[config.mk]
export PLATFORM = sky130hd
export DESIGN_NAME = fifo_counting_semaphore
export DESIGN_NICKNAME = d
export VERILOG_FILES = /design/src/sv/fcs_pkg.sv /design/src/sv/fifo_counting_semaphore.sv /design/src/sv/fcs_datapath.sv /design/src/sv/fcs_ctrl.sv
export SDC_FILE = /design/constraint.sdc
export NUM_CORES = 1
export LEC_CHECK = 0
export BUFFER_PORTS_ARGS = -buffer_cell sky130_fd_sc_hd__clkbuf_2
export CAP_MARGIN = 10
export CORE_ASPECT_RATIO = 0.7
export CORE_MARGIN = 2
export CORE_UTILIZATION = 65
export DETAILED_ROUTE_END_ITERATION = 6
export PLACE_DENSITY_LB_ADDON = 0.3
export SLEW_MARGIN = 20
export SYNTH_ARGS = -nofsm -noshare
export SYNTH_HDL_FRONTEND = slang
export SYNTH_HIERARCHICAL = 1
export SYNTH_SLANG_ARGS = --single-unit
export TNS_END_PERCENT = 10
[constraint.sdc]
create_clock -name clk_i -period 12.5 [get_ports clk_i]
set_input_delay 1.875 -clock clk_i [delete_from_list [all_inputs] [get_ports clk_i]]
set_output_delay 1.875 -clock clk_i [all_outputs]
set_load 0.005 [all_outputs]
[src/sv/fcs_pkg.sv]
package fcs_pkg;

  // Queue and field sizing.
  localparam int unsigned QueueDepth   = 16;
  localparam int unsigned AmountBits   = 16;
  localparam int unsigned ResultLimit  = 16;
  localparam int unsigned AmountW      = 16;
  localparam int unsigned ClientW      = 4;
  localparam int unsigned CountW       = 32;
  localparam int unsigned KindW        = 3;
  localparam int unsigned IdxW         = (QueueDepth > 1) ? $clog2(QueueDepth) : 1;
  localparam int unsigned TotalW       = $clog2(QueueDepth + 1);
  localparam int unsigned PopW         = $clog2(ResultLimit + 1);
  localparam int unsigned AddrW        = 3;

  // Mask that keeps the low AmountBits of an amount.
  localparam logic [AmountW-1:0] AmountMask =
    AmountW'((33'(1) << AmountBits) - 33'(1));

  // Operation codes.
  localparam logic OpWait   = 1'b0;
  localparam logic OpSignal = 1'b1;

  // Result kinds.
  localparam logic [KindW-1:0] KindGranted   = 3'd0;
  localparam logic [KindW-1:0] KindQueued    = 3'd1;
  localparam logic [KindW-1:0] KindReleased  = 3'd2;
  localparam logic [KindW-1:0] KindNoRelease = 3'd3;
  localparam logic [KindW-1:0] KindRejected  = 3'd4;

  // Register word index of initial_count.
  localparam logic RegInitialCount = 1'b0;

  typedef struct packed {
    logic               operation;
    logic [ClientW-1:0] requester;
    logic [AmountW-1:0] amount;
  } in_item_t;

  typedef struct packed {
    logic [KindW-1:0]   kind;
    logic [ClientW-1:0] client;
    logic [AmountW-1:0] units;
    logic [CountW-1:0]  available;
    logic               last;
  } out_item_t;

  // Commands from the controller to the datapath.
  typedef struct packed {
    logic reject;
    logic wait_grant;
    logic wait_queue;
    logic signal_add;
    logic pop;
    logic flush_pend;
    logic no_release;
  } cmd_t;

  // Status from the datapath to the controller.
  typedef struct packed {
    logic is_signal;
    logic amt_zero;
    logic fits;
    logic queue_full;
    logic head_fits;
    logic pend_valid;
    logic out_free;
  } status_t;

  // Advance a queue slot index with wrap-around.
  function automatic logic [IdxW-1:0] next_idx(input logic [IdxW-1:0] idx);
    logic [IdxW-1:0] res;
    if (idx == IdxW'(QueueDepth - 1)) begin
      res = '0;
    end else begin
      res = idx + IdxW'(1);
    end
    return res;
  endfunction

endpackage

[src/sv/fifo_counting_semaphore.sv]
// Latency: a wait or rejected transaction has its result in the output register in the cycle
// after acceptance; a signal first adds its units, then releases waiters in its release phase.
// Throughput: one wait per cycle while the output is free; a signal holds the input until its
// release phase ends, with released waiters popped one per cycle from the queue head unless stalled.
// Reset: free count and initial count are zero and the queue is empty; the waiter
// storage itself is not cleared.
module fifo_counting_semaphore (
  input  logic                        clk_i,
  input  logic                        rst_ni,
  input  logic                        in_valid_i,
  output logic                        in_stall_o,
  input  fcs_pkg::in_item_t           in_data_i,
  output logic                        out_valid_o,
  input  logic                        out_stall_i,
  output fcs_pkg::out_item_t          out_data_o,
  input  logic                        psel,
  input  logic                        penable,
  input  logic                        pwrite,
  input  logic [fcs_pkg::AddrW-1:0]   paddr,
  input  logic [fcs_pkg::CountW-1:0]  pwdata,
  output logic [fcs_pkg::CountW-1:0]  prdata,
  output logic                        pready
);
  import fcs_pkg::*;

  cmd_t              cmd;
  status_t           status;
  logic              cfg_we;
  logic              reg_hit;
  logic [CountW-1:0] cfg_rdata;

  // Register decode: one word at byte address zero.
  assign reg_hit = (paddr[AddrW-1] == RegInitialCount);
  assign cfg_we  = psel && penable && pwrite && reg_hit;
  assign pready  = 1'b1;
  assign prdata  = reg_hit ? cfg_rdata : '0;

  fcs_ctrl u_ctrl (
    .clk_i      (clk_i),
    .rst_ni     (rst_ni),
    .in_valid_i (in_valid_i),
    .in_stall_o (in_stall_o),
    .status_i   (status),
    .cmd_o      (cmd)
  );

  fcs_datapath u_datapath (
    .clk_i       (clk_i),
    .rst_ni      (rst_ni),
    .item_i      (in_data_i),
    .cfg_we_i    (cfg_we),
    .cfg_wdata_i (pwdata),
    .cfg_rdata_o (cfg_rdata),
    .cmd_i       (cmd),
    .status_o    (status),
    .out_valid_o (out_valid_o),
    .out_stall_i (out_stall_i),
    .out_data_o  (out_data_o)
  );

endmodule

[src/sv/fcs_datapath.sv]
module fcs_datapath (
  input  logic                        clk_i,
  input  logic                        rst_ni,
  input  fcs_pkg::in_item_t           item_i,
  input  logic                        cfg_we_i,
  input  logic [fcs_pkg::CountW-1:0]  cfg_wdata_i,
  output logic [fcs_pkg::CountW-1:0]  cfg_rdata_o,
  input  fcs_pkg::cmd_t               cmd_i,
  output fcs_pkg::status_t            status_o,
  output logic                        out_valid_o,
  input  logic                        out_stall_i,
  output fcs_pkg::out_item_t          out_data_o
);
  import fcs_pkg::*;

  logic [CountW-1:0]  init_q;
  logic [CountW-1:0]  free_q, free_d;
  logic [AmountW-1:0] sig_amt_q;
  logic [ClientW-1:0] q_client [QueueDepth];
  logic [AmountW-1:0] q_amount [QueueDepth];
  logic [AmountW-1:0] head_amt_q;
  logic [ClientW-1:0] head_client_q;
  logic [IdxW-1:0]    head_q, head_d;
  logic [IdxW-1:0]    tail_q, tail_d;
  logic [TotalW-1:0]  total_q, total_d;
  logic [PopW-1:0]    pops_q, pops_d;
  out_item_t          pend_q, pend_d;
  logic               pend_valid_q, pend_valid_d;
  out_item_t          out_q, out_d;
  logic               out_valid_q, out_valid_d;

  logic [AmountW-1:0] amt;
  logic [AmountW-1:0] head_amt;
  logic [ClientW-1:0] head_client;
  logic [CountW:0]    sum;
  logic [CountW-1:0]  sat_sum;
  logic [CountW-1:0]  free_minus_amt;
  logic [CountW-1:0]  free_minus_head;
  logic               out_free;
  logic               out_load;

  // Operand preparation and the shared arithmetic.
  assign amt             = item_i.amount & AmountMask;
  assign head_amt        = head_amt_q;
  assign head_client     = head_client_q;
  assign sum             = {1'b0, free_q} + (CountW + 1)'(amt);
  assign sat_sum         = sum[CountW] ? '1 : sum[CountW-1:0];
  assign free_minus_amt  = free_q - CountW'(amt);
  assign free_minus_head = free_q - CountW'(head_amt);
  assign out_free        = !out_valid_q || !out_stall_i;

  // Status for the controller.
  always_comb begin
    status_o.is_signal  = (item_i.operation == OpSignal);
    status_o.amt_zero   = (amt == '0);
    status_o.fits       = (free_q >= CountW'(amt));
    status_o.queue_full = (total_q == TotalW'(QueueDepth));
    status_o.head_fits  = (total_q != '0) && (pops_q < PopW'(ResultLimit)) &&
                          (CountW'(head_amt) <= free_q);
    status_o.pend_valid = pend_valid_q;
    status_o.out_free   = out_free;
  end

  // Free count, queue pointers and the pending released waiter.
  always_comb begin
    free_d       = free_q;
    head_d       = head_q;
    tail_d       = tail_q;
    total_d      = total_q;
    pops_d       = pops_q;
    pend_d       = pend_q;
    pend_valid_d = pend_valid_q;
    if (cfg_we_i) begin
      free_d = cfg_wdata_i;
    end else if (cmd_i.wait_grant) begin
      free_d = free_minus_amt;
    end else if (cmd_i.wait_queue) begin
      tail_d  = next_idx(tail_q);
      total_d = total_q + TotalW'(1);
    end else if (cmd_i.signal_add) begin
      free_d = sat_sum;
      pops_d = '0;
    end else if (cmd_i.pop) begin
      free_d           = free_minus_head;
      head_d           = next_idx(head_q);
      total_d          = total_q - TotalW'(1);
      pops_d           = pops_q + PopW'(1);
      pend_d.kind      = KindReleased;
      pend_d.client    = head_client;
      pend_d.units     = head_amt;
      pend_d.available = free_minus_head;
      pend_d.last      = 1'b0;
      pend_valid_d     = 1'b1;
    end else if (cmd_i.flush_pend) begin
      pend_valid_d = 1'b0;
    end
  end

  // Result selection into the output register.
  always_comb begin
    out_load = 1'b1;
    out_d    = out_q;
    if (cmd_i.reject) begin
      out_d = '{kind: KindRejected, client: item_i.requester, units: amt,
                available: free_q, last: 1'b1};
    end else if (cmd_i.wait_grant) begin
      out_d = '{kind: KindGranted, client: item_i.requester, units: amt,
                available: free_minus_amt, last: 1'b1};
    end else if (cmd_i.wait_queue) begin
      out_d = '{kind: KindQueued, client: item_i.requester, units: amt,
                available: free_q, last: 1'b1};
    end else if (cmd_i.no_release) begin
      out_d = '{kind: KindNoRelease, client: '0, units: sig_amt_q,
                available: free_q, last: 1'b1};
    end else if (cmd_i.flush_pend) begin
      out_d      = pend_q;
      out_d.last = 1'b1;
    end else if (cmd_i.pop && pend_valid_q) begin
      out_d = pend_q;
    end else begin
      out_load = 1'b0;
    end
    if (out_load) begin
      out_valid_d = 1'b1;
    end else if (!out_stall_i) begin
      out_valid_d = 1'b0;
    end else begin
      out_valid_d = out_valid_q;
    end
  end

  // Control state and counts.
  always_ff @(posedge clk_i or negedge rst_ni) begin
    if (!rst_ni) begin
      init_q       <= '0;
      free_q       <= '0;
      head_q       <= '0;
      tail_q       <= '0;
      total_q      <= '0;
      pops_q       <= '0;
      pend_valid_q <= 1'b0;
      out_valid_q  <= 1'b0;
    end else begin
      if (cfg_we_i) begin
        init_q <= cfg_wdata_i;
      end
      free_q       <= free_d;
      head_q       <= head_d;
      tail_q       <= tail_d;
      total_q      <= total_d;
      pops_q       <= pops_d;
      pend_valid_q <= pend_valid_d;
      out_valid_q  <= out_valid_d;
    end
  end

  // Payload registers, the waiter store and its registered head entry.
  // A waiter pushed into an empty queue is forwarded straight to the head.
  always_ff @(posedge clk_i) begin
    pend_q <= pend_d;
    out_q  <= out_d;
    if (cmd_i.signal_add) begin
      sig_amt_q <= amt;
    end
    if (cmd_i.wait_queue) begin
      q_client[tail_q] <= item_i.requester;
      q_amount[tail_q] <= amt;
    end
    if (cmd_i.wait_queue && (tail_q == head_d)) begin
      head_client_q <= item_i.requester;
      head_amt_q    <= amt;
    end else begin
      head_client_q <= q_client[head_d];
      head_amt_q    <= q_amount[head_d];
    end
  end

  assign cfg_rdata_o = init_q;
  assign out_valid_o = out_valid_q;
  assign out_data_o  = out_q;

  // The waiter count never exceeds the queue depth.
  assert property (@(posedge clk_i) disable iff (!rst_ni)
    total_q <= TotalW'(QueueDepth))
    else $error("waiter count above queue depth");

  // A waiter is popped only from a non-empty queue.
  assert property (@(posedge clk_i) disable iff (!rst_ni)
    cmd_i.pop |-> total_q != '0)
    else $error("pop from empty queue");

  // A waiter is pushed only into a queue with room.
  assert property (@(posedge clk_i) disable iff (!rst_ni)
    cmd_i.wait_queue |-> total_q < TotalW'(QueueDepth))
    else $error("push into full queue");

  // Head, tail and count stay consistent.
  assert property (@(posedge clk_i) disable iff (!rst_ni)
    ((32'(head_q) + 32'(total_q)) % QueueDepth) == 32'(tail_q))
    else $error("queue pointers out of step with count");

  // A result is written only into a free output register.
  assert property (@(posedge clk_i) disable iff (!rst_ni)
    out_load |-> out_free)
    else $error("output register overwritten");

endmodule

[src/sv/fcs_ctrl.sv]
module fcs_ctrl (
  input  logic             clk_i,
  input  logic             rst_ni,
  input  logic             in_valid_i,
  output logic             in_stall_o,
  input  fcs_pkg::status_t status_i,
  output fcs_pkg::cmd_t    cmd_o
);
  import fcs_pkg::*;

  typedef enum logic {
    StIdle,
    StRelease
  } state_e;

  state_e state_q, state_d;
  logic   accept;

  // Transactions are taken only in idle with room in the output register.
  assign in_stall_o = !((state_q == StIdle) && status_i.out_free);
  assign accept     = in_valid_i && !in_stall_o;

  // Command decode and next state.
  always_comb begin
    cmd_o   = '0;
    state_d = state_q;
    case (state_q)
      StIdle: begin
        if (accept) begin
          if (status_i.amt_zero) begin
            cmd_o.reject = 1'b1;
          end else if (status_i.is_signal) begin
            cmd_o.signal_add = 1'b1;
            state_d          = StRelease;
          end else if (status_i.fits) begin
            cmd_o.wait_grant = 1'b1;
          end else if (status_i.queue_full) begin
            cmd_o.reject = 1'b1;
          end else begin
            cmd_o.wait_queue = 1'b1;
          end
        end
      end
      StRelease: begin
        if (status_i.head_fits) begin
          if (!status_i.pend_valid || status_i.out_free) begin
            cmd_o.pop = 1'b1;
          end
        end else if (status_i.out_free) begin
          if (status_i.pend_valid) begin
            cmd_o.flush_pend = 1'b1;
          end else begin
            cmd_o.no_release = 1'b1;
          end
          state_d = StIdle;
        end
      end
      default: begin
        state_d = StIdle;
      end
    endcase
  end

  // State register.
  always_ff @(posedge clk_i or negedge rst_ni) begin
    if (!rst_ni) begin
      state_q <= StIdle;
    end else begin
      state_q <= state_d;
    end
  end

  // Release commands appear only while releasing.
  assert property (@(posedge clk_i) disable iff (!rst_ni)
    (cmd_o.pop || cmd_o.flush_pend || cmd_o.no_release) |-> state_q == StRelease)
    else $error("release command outside release phase");

  // A signal transaction always moves to the release phase.
  assert property (@(posedge clk_i) disable iff (!rst_ni)
    cmd_o.signal_add |=> state_q == StRelease)
    else $error("signal did not start release phase");

  // At most one command is issued per cycle.
  assert property (@(posedge clk_i) disable iff (!rst_ni)
    $onehot0(cmd_o))
    else $error("conflicting commands");

endmodule

==> flow_metrics.py <==
metrics = {
    "status": {
        "outcome": "completed",
    },
    "route": {
        "initialDrtViolationCount": 2701,
        "routedWlPerCell_um": 30.8,
        "ant_nets": 0,
        "via_per_inst": 7.17,
        "drt_first_pass_iters": 7,
        "post-route-drc-count": 0,
        "vias": 17600,
        "detail_route.wirelength_mm": 75.5,
    },
    "synth": {
        "synth-edff-count": 440,
        "syn_nets": 1914,
        "ys.flop_type": "edfxtp_1",
        "ys.warnings.count": 6,
        "netlist-cell-type-count": 81,
        "synthesis.area_mm2": 0.0251,
        "ys_seq_area_share_pct": 61.8,
        "syn_area_per_cell_um2": 14.0,
        "synth_cells": 1790,
        "synth_async_sr_flop_share_pct": 15.9,
        "ys_seq_elements": 533,
    },
    "sta": {
        "setup_viol": 0,
        "final-hold-violation-count": 0,
        "setup-tns-final_ns": 0,
        "holdWs_ns": 0.488,
        "finalCritPeriodShare_pct": 70.6,
        "rsz0062_at_grt": "no",
        "timing.final.max_slew_violations": 0,
        "fin_crit_ns": 8.82,
        "max_freq_ghz": 0.113,
        "clock_skew_ns": 0.0154,
        "tightest_slew_ns": 1.23,
        "relSlewSlack_pct": 17.3,
    },
    "final_layout": {
        "syn2layout_area_growth_pct": 11.5,
        "multiInputGateArea_mm2": 0.00899,
        "drive_gt1_share_pct": 22.9,
        "nets": 2043,
        "fillers": 2396,
        "seqCellArea_mm2": 0.0155,
        "utilization_pct": 73.2,
        "layout_commonest_cell": "edfxtp_1",
        "mostFrequentLayoutCells": "edfxtp_1 (440), clkbuf_2 (149), mux4_2 (100)",
    },
    "grt": {
        "first_global_vias": 16700,
        "grt_max_degree": 71,
        "grt_pass1_wl_mm": 110,
        "antenna_found_initial": 2,
        "grtUsageTotal_pct": 37.9,
        "grt-ovfl-total": 0,
    },
    "setup_path": {
        "end_kind": "flop",
        "path_max_fanout": 70,
        "start_kind": "flop",
        "cp.arrival_ns": 9.25,
        "required_ns": 12.93,
        "path_class": "reg -> reg",
    },
    "power_and_ir_drop": {
        "power.leakage_uw": 0.00997,
        "p_per_area_mw_per_mm2": 256,
        "vdd_ir_drop_max_mv": 0.152,
    },
    "die": {
        "fp.dieW_um": 239,
        "start_util_pct": 65.6,
        "placementRows": 60,
        "coreArea_mm2": 0.0382,
        "die-area_mm2": 0.0402,
        "die_y_um": 168,
        "ios": 154,
    },
    "place": {
        "io_buffers": 150,
        "gp_congestion": 0.983,
        "dp_hpwl_mm": 48.8,
    },
    "clock_network": {
        "cts.root.buffer_cell": "clkbuf_16",
        "tritoncts": "done",
        "cts_buffer_depth": 3,
        "holdBufCountCts": 0,
        "htree_levels": 2,
        "clk_latency_ns": 0.59,
        "clk_pin_slew_ns": 0.06,
        "cts_sinks": 533,
        "cts_resized": 0,
        "cts_made_buffers": 48,
        "cts_setup_buffers": 0,
    },
    "hold_path": {
        "hold_path.class": "reg -> reg",
    },
    "run": {
        "drv_cap": 0,
    },
}
## where the power goes
part           internal (µW)  switching, µW  leakage (µW)
logic                   1230           1870       0.00415
registers               2330            264       0.00507
clock network            805            656      0.000755
## sequential cells by signal, summed over array words and instances (netlist names), 5 cells and up, named ones only
register,flops
u_datapath/pend_q,52
u_datapath/q_amount,256
u_datapath/pops_q,5
u_datapath/free_q,32
u_datapath/out_data_o,56
u_datapath/total_q,5
u_datapath/q_client,64
u_datapath/sig_amt_q,16
u_datapath/cfg_rdata_o,32
## layer usage
layer | vias up | global-route usage [%] | part of all wire, %
li1 | 7239 | - | -
met1 | 8711 | 55.0 | 38
met2 | 1399 | 53.5 | 43
met3 | 231 | 13.9 | 15
met4 | 4 | 12.3 | 3.9
met5 | - | 0.242 | 0.023
## through the flow
step	setup slack (ns)	std cells	total power, µW	cell area [µm²]
finish	3.68	2454	7150	28000
global route	3.39	2453	7420	28000
CTS	3.68	2453	7030	28000
detailed placement	3.70	2365	5550	26400
global placement	3.93	2365	5450	26400
floorplan	4.32	1790	4610	25100
## kinds of logic after synthesis
logic type | synth area share [%]
compound gates | 10.4
xor+xnor | 2.34
fa+ha+maj | 3.16
buf+inv | 2.85
flops | 61.8
mux | 10.7
other cells | 0.0150
simple gates | 8.68
## path summary, 6_finish.rpt
check / from / to / slack [ns] / depth (start not counted)
hold / removal: u_datapath/out_data_o[55] / u_datapath/out_data_o[55] / 0.49 / 1
max in group asynchronous: rst_ni / u_datapath/total_q[2] / 10.06 / 2
setup reg to reg: flop / u_datapath/head_q[3] / 3.68 / 24
setup / recovery: flop / u_datapath/head_q[3] / 3.68 / 24
hold reg to reg: u_datapath/out_data_o[55] / u_datapath/out_data_o[55] / 0.49 / 1
min in group asynchronous: rst_ni / u_datapath/cfg_rdata_o[25] / 1.22 / 1
## layout make-up
type                    instances  share of cell area (%)
flip-flops and latches        533                    55.4
multi-input cells            1077                    32.1
clock buffers                  63                    4.68
repair buffers                191                    3.81
well taps                     496                    2.22
inverters                      68                   0.912
clock inverters                25                   0.810
diodes                          1                 0.00894
## critical path, cell delays in order (launching register included)
cell      delay (ns)
dfxtp_4         0.45
buf_4           0.87
mux4_2          0.44
mux4_2          0.49
ha_1            0.25
fa_1            0.43
nand2b_1        0.20
a21oi_1         0.32
o41a_1          0.43
a221o_1         0.27
o311a_1         0.63
nor3b_2         0.20
a221oi_1        0.66
nand2_1         0.11
a21oi_1         0.30
nor2_1          0.13
o21ai_2         0.13
buf_4           0.41
nand2_1         0.10
buf_4           0.23
nor2_4          0.61
buf_4           0.48
nand2_1         0.11
o21ai_0         0.16
o21ai_0         0.15
## Yosys cell counts (all sizes together), types with 7 or more instances
master,instances,share of area (%)
ha,57,2.8
or2,9,0.22
nand4,14,0.35
nor2b,42,1.0
mux2,36,1.6
edfxtp,440,53
and2,9,0.22
and3,11,0.27
a21boi,7,0.21
or3,12,0.30
buf,26,0.54
nor3b,23,0.73
xnor2,46,1.6
nor2,106,1.6
nand2,84,1.3
a211oi,23,0.69
nor3,28,0.58
a21oi,99,2.0
o21ai,79,1.6
o221ai,20,0.70
a31oi,12,0.30
o21a,13,0.39
clkbuf,86,1.3
nor4,22,0.62
dfxtp,8,0.64
xor2,21,0.73
nand3,30,0.60
nand2b,18,0.45
o22ai,22,0.55
inv,66,0.99
dfrtp,85,8.5
a22o,8,0.28
a221o,11,0.44
o31ai,11,0.33
a21o,11,0.33
mux4,100,9.0
a22oi,18,0.54
Power figures use the tool's default switching activity.
